[config.mk]
export PLATFORM = sky130hd
export DESIGN_NAME = svfcc_mul
export DESIGN_NICKNAME = d
export VERILOG_FILES = /design/src/design/svfcc_pkg.sv /design/src/design/svfcc_mul.sv
export SDC_FILE = /design/constraint.sdc
export NUM_CORES = 2
export LEC_CHECK = 0
export BUFFER_PORTS_ARGS = -buffer_cell sky130_fd_sc_hd__buf_2
export CORE_MARGIN = 3
export CORE_UTILIZATION = 42
export CTS_CLUSTER_SIZE = 20
export DETAILED_ROUTE_END_ITERATION = 10
export PLACE_DENSITY = 0.63
export SYNTH_ARGS = -nofsm -noshare
export SYNTH_HDL_FRONTEND = slang
export SYNTH_SLANG_ARGS = --single-unit
[constraint.sdc]
create_clock -name i_clk -period 19.3 [get_ports i_clk]
set_clock_uncertainty 0.2 [all_clocks]
set_input_delay 0 -clock i_clk [delete_from_list [all_inputs] [get_ports i_clk]]
set_output_delay 0 -clock i_clk [all_outputs]
set_load 0.02 [all_outputs]
[src/design/svfcc_pkg.sv]
// svfcc_pkg: shared types and constants of the stereo state-variable filter cascade
// transaction structs, command and register codes, fixed-point widths
// no dependencies
package svfcc_pkg;

    // fixed-point formats
    localparam int SMP_W     = 24;   // samples, Q1.23
    localparam int COEF_W    = 32;   // coefficients, Q6.26
    localparam int COEF_FRAC = 26;
    localparam int INTEG_W   = 40;   // integrator state
    localparam int GAIN_FRAC = 23;
    localparam int LEVEL_W   = 24;   // gains and envelopes, unsigned
    localparam int CFG_W     = 24;
    localparam int SPLIT     = 20;   // split point of a 40-bit operand into two partials

    // shared multiplier
    localparam int MUL_A_W = 33;
    localparam int MUL_B_W = 25;
    localparam int MUL_P_W = MUL_A_W + MUL_B_W;

    // commands
    localparam logic [2:0] CMD_SAMPLE = 3'd0;
    localparam logic [2:0] CMD_COEF   = 3'd1;
    localparam logic [2:0] CMD_ENABLE = 3'd2;
    localparam logic [2:0] CMD_GAIN   = 3'd3;
    localparam logic [2:0] CMD_CLEAR  = 3'd4;

    // configuration register indexes
    localparam logic [1:0] CFG_MONO    = 2'd0;
    localparam logic [1:0] CFG_RELEASE = 2'd1;
    localparam logic [1:0] CFG_GLIDE   = 2'd2;

    // coefficient words of one section
    localparam logic [2:0] W_A1 = 3'd0;
    localparam logic [2:0] W_A2 = 3'd1;
    localparam logic [2:0] W_A3 = 3'd2;
    localparam logic [2:0] W_M0 = 3'd3;
    localparam logic [2:0] W_M1 = 3'd4;
    localparam logic [2:0] W_M2 = 3'd5;
    localparam int NUM_WORDS = 6;

    localparam logic signed [COEF_W-1:0] COEF_ONE = COEF_W'(1) << COEF_FRAC;
    localparam logic [LEVEL_W-1:0]       GAIN_ONE = LEVEL_W'(1) << GAIN_FRAC;

    typedef struct packed {
        logic [2:0]               cmd;
        logic signed [SMP_W-1:0]  left_in;
        logic signed [SMP_W-1:0]  right_in;
        logic                     bank_sel;
        logic [1:0]               section_sel;
        logic [2:0]               coef_index;
        logic signed [COEF_W-1:0] coef_value;
        logic                     enable_flag;
        logic [LEVEL_W-1:0]       gain_target;
    } t_in_item;

    typedef struct packed {
        logic signed [SMP_W-1:0] left_out;
        logic signed [SMP_W-1:0] right_out;
        logic signed [SMP_W-1:0] key_left;
        logic signed [SMP_W-1:0] key_right;
        logic [LEVEL_W-1:0]      input_peak;
        logic [LEVEL_W-1:0]      output_peak;
    } t_out_item;

endpackage

[src/design/svfcc_mul.sv]
// svfcc_mul: shared signed multiplier with a registered product
// depends on svfcc_pkg for operand widths
module svfcc_mul
    import svfcc_pkg::*;
(
    input  logic                       i_clk,
    input  logic signed [MUL_A_W-1:0]  i_a,
    input  logic signed [MUL_B_W-1:0]  i_b,
    output logic signed [MUL_P_W-1:0]  o_p
);

    // one product per cycle, product available in the next cycle
    always_ff @(posedge i_clk) begin
        o_p <= MUL_P_W'(i_a) * MUL_P_W'(i_b);
    end

endmodule

== After elaboration in Yosys (flattened, before gate mapping) ==
Cells that the tools add are included.

* Multiply operators: 1

{| class="wikitable"
|+ Operators with widths
! kind !! count
|-
| multiplier 33 x 25 -> 58 bit || 1
|}

* Input port bits: 59
* Output and inout port bits: 58
* Register bits after elaboration: 58
* Logic and storage cells: 2

== Longest topological paths before layout ==
* Word-level depth: 1
* Depth in mapped cells: 27
* Mapped depth without buffers: 25

== Worst setup path after synthesis ==
OpenSTA, ideal clock, no wires.

* Path type: input-to-reg
* Start point: in i_a[32]
* End point: reg o_p[57]
* Arrival time: 6.252 ns
* Path buffers: 2
* Setup time: 0.143 ns
* Path slack: 12.705 ns
* Required time: 18.957 ns
* Stages on the path: 21
* Cell sequence: clkbuf_1 nand2_1 inv_1 fa_1 fa_1 inv_1 fa_1 inv_1 fa_1 fa_1 fa_1 fa_1 ha_1 clkbuf_8 a21o_1 a21o_1 a21o_1 a21o_1 and3_1 a21oi_1 o211ai_1

* Cells in the longest elaborated chain, start to end: 1

{| class="wikitable"
|+ RTL lines
! element !! RTL line !! text
|-
| from (decl) || svfcc_mul.sv:7 || <nowiki>input logic signed [MUL_A_W-1:0] i_a,</nowiki>
|-
| multiplier 33 x 25 -> 58 bit || svfcc_mul.sv:14 || <nowiki>o_p <= MUL_P_W'(i_a) * MUL_P_W'(i_b);</nowiki>
|-
| to (signal assigned) || svfcc_mul.sv:14 ||
|-
| to (decl) || svfcc_mul.sv:9 || <nowiki>output logic signed [MUL_P_W-1:0] o_p</nowiki>
|}

Every way passes these cells.

== Final worst setup path ==
* Start point: in i_b[24]
* End point: reg o_p[57]

* Cells in the longest elaborated chain, start to end: 1

{| class="wikitable"
|+ RTL lines
! element !! RTL line !! text
|-
| from (decl) || svfcc_mul.sv:8 || <nowiki>input logic signed [MUL_B_W-1:0] i_b,</nowiki>
|-
| multiplier 33 x 25 -> 58 bit || svfcc_mul.sv:14 ||
|}

Every way passes these cells.

==> impl_metrics.py <==
metrics = {
    "die": {
        "start_util": 0.428,
        "num_rows": 97,
        "die_width_um": 274,
        "io_pins": 117,
        "die_h_um": 274,
        "fp.coreArea_sq_um": 70600,
        "dieArea_sq_um": 75200,
    },
    "finish": {
        "final_area_sq_um": 31800,
        "fillers": 6894,
        "nNetsFinal": 4254,
        "reg.largest.list": "o_p: 58 flops",
        "syn_to_final_growth_pct": 5.20,
        "drive_above_1_share": 0.0516,
        "largest_reg_flops": 58,
        "regMostFlops": "o_p",
        "regArea_sq_um": 1160,
        "multiInputGateArea_sq_um": 25400,
    },
    "logic_synthesis": {
        "synth_area_leaders": "fa_1, inv_1, and2_1",
        "synth_cell_type_count": 60,
        "synth_top_area_cell": "fa_1",
        "ys_top_cells_by_count": "fa_1, inv_1, nand2_1",
        "synth_edf_count": 0,
        "synth_top_cell_area_share": 0.558,
        "ys_async_sr_fraction": 0,
        "syn_area_per_cell_sq_um": 9.42,
        "synth_seq_cells": 58,
        "synth_fp_nets": 4266,
        "seq_area_frac_synth": 0.0384,
        "synth_most_common_cell": "fa_1",
        "yosysWarnings": 0,
        "ys.flop_type": "dfxtp_1",
        "synth_cells": 3208,
        "syn_area_sq_um": 30200,
    },
    "timing": {
        "tightestPinTransition_ps": 1000,
        "tns_ps": 0,
        "period_minus_slack_ps": 8230,
        "slew_viol_final": 0,
        "timing.final.ws_setup_ps": 11070,
        "hold_slack_ps": 102,
        "hold_viol_final": 0,
        "period_share": 0.427,
        "fmax_ghz": 0.121,
        "slew_headroom": 0.315,
        "setup_viol": 0,
        "rsz0062_at_grt": "no",
    },
    "global_routing": {
        "overflow": 0,
        "grt_util_all_layers": 0.226,
        "grt_max_degree": 34,
        "grt_pass1_wl_um": 131000,
        "grt_pass1_vias": 23300,
        "grt_antenna_before_repair": 4,
    },
    "worst_setup_path": {
        "setup.worst_path.start": "i_b[24]",
        "worstSetupPathType": "primary input to flop",
        "cp_data_arrival_time_ps": 8240,
        "cp-start-kind": "primary input",
        "cp_max_fo": 26,
        "cp_data_required_time_ps": 19310,
        "endpoint_kind": "flop",
    },
    "hold_path": {
        "worstHoldStart": "i_b[0]",
        "hold-path-endpoint": "o_p[0]",
        "hold_path_depth": 2,
        "hold_class": "primary input to flop",
    },
    "route": {
        "drtIter0Drc": 1152,
        "wl_per_cell_um": 19.2,
        "routed-via-count": 21000,
        "firstDrtPassIters": 5,
        "drc": 0,
        "routed_wl_um": 79700,
        "postRouteAntennaNets": 0,
        "via_per_inst": 5.07,
    },
    "clock_tree": {
        "clockBufferDepth": 2,
        "cts_htree_levels": 3,
        "cts_root_buffer": "clkbuf_16",
        "cts_tree": "built",
        "cts_sinks": 58,
        "cts_setup_buffers": 0,
        "clkSlewWorstSetupHoldPaths_ps": 60,
        "cts_buffers": 9,
    },
    "place": {
        "io_buffer_count": 116,
        "post-dp-hpwl_um": 61900,
        "place_congestion": 0.937,
        "placed_area_sq_um": 31400,
        "pre_cts_slack_ps": 10790,
    },
    "outcome": {
        "status": "completed",
    },
    "job": {
        "drv_cap": 0,
    },
}
==> layout by cell type (no fill, tap or decap), types with 3 or more instances in the layout <==
master	instances
fa_1	842
inv_1	785
nand2_1	416
and2_1	409
ha_1	157
buf_2	116
dfxtp_1	58
nor2_1	57
a21oi_1	51
xnor2_1	44
a21o_1	34
o21ai_0	28
buf_4	18
nand3_1	16
nand4_1	15
xor2_1	15
o21bai_1	15
nand2b_1	11
a31oi_1	10
clkbuf_16	9
a211oi_1	8
and3_1	8
o211ai_1	7
nor3_1	6
o21a_1	5
nor2b_1	5
nor4_1	3
o31ai_2	3
a211o_1	3
nor3b_1	3
==> what timing repair did <==
item,CTS,global route
gates resized for setup,0,0
hold buffers,1,0
setup endpoints to repair,0,0
endpoints found under the hold margin,1,0
==> area by class of cell <==
| class | instances | share of cell area |
|---|---|---|
| multi-input combinational | 2206 | 0.801 |
| clock inverter | 5 | 0.00248 |
| antenna | 1 | 0.0000788 |
| inverter | 786 | 0.0929 |
| timing repair buffer | 135 | 0.0228 |
| clock buffer | 10 | 0.00752 |
| sequential | 58 | 0.0365 |
| tap | 940 | 0.0370 |
==> how the worst max path moves through the flow <==
stage          endpoint
6_report        o_p[57]
5_1_grt         o_p[57]
3_3_place_gp    o_p[57]
2_1_floorplan   o_p[57]
4_1_cts         o_p[57]
3_5_place_dp    o_p[57]
==> cell families after synthesis <==
kind of cell,count (synthesis),synth area share
AO/OA/AOI/OAI,194,0.0442
adder cells (fa/ha/maj),999,0.623
AND/OR/NAND/NOR,954,0.158
flip-flops,58,0.0384
buffers and inverters,944,0.119
XOR/XNOR,59,0.0171
==> critical path, stage by stage <==
cell      delay (ps)
buf_2            250
clkinv_1         840
nor2_1           360
fa_1             470
fa_1             560
fa_1             460
fa_1             510
fa_1             440
fa_1             490
inv_1             50
fa_1             490
inv_1             50
ha_1             370
a21o_1           220
a21o_1           170
a21oi_1          270
nor3b_1          640
nand4_1          170
o21ai_1          600
o221ai_1         390
a21oi_1          290
o211ai_1         120
==> metrics by stage <==
| step | cells | util |
|---|---|---|
| global placement | 4124 | 0.445 |
| CTS | 4140 | 0.450 |
| floorplan | 3208 | - |
| global route | 4141 | 0.450 |
| finish | 4141 | 0.450 |
| detailed placement | 4124 | 0.445 |
==> routing by layer <==
metal	up-vias	GRT usage	part of all wire
met1	11000	0.303	0.42
met3	127	0.0305	0.056
li1	9180	-	-
met2	674	0.386	0.50
met4	2	0.0620	0.026
met5	-	0	0.00015
Power is left out: the tool's default activity adds up to more than one toggle a clock period on the data nets, which glitch-free logic cannot reach.
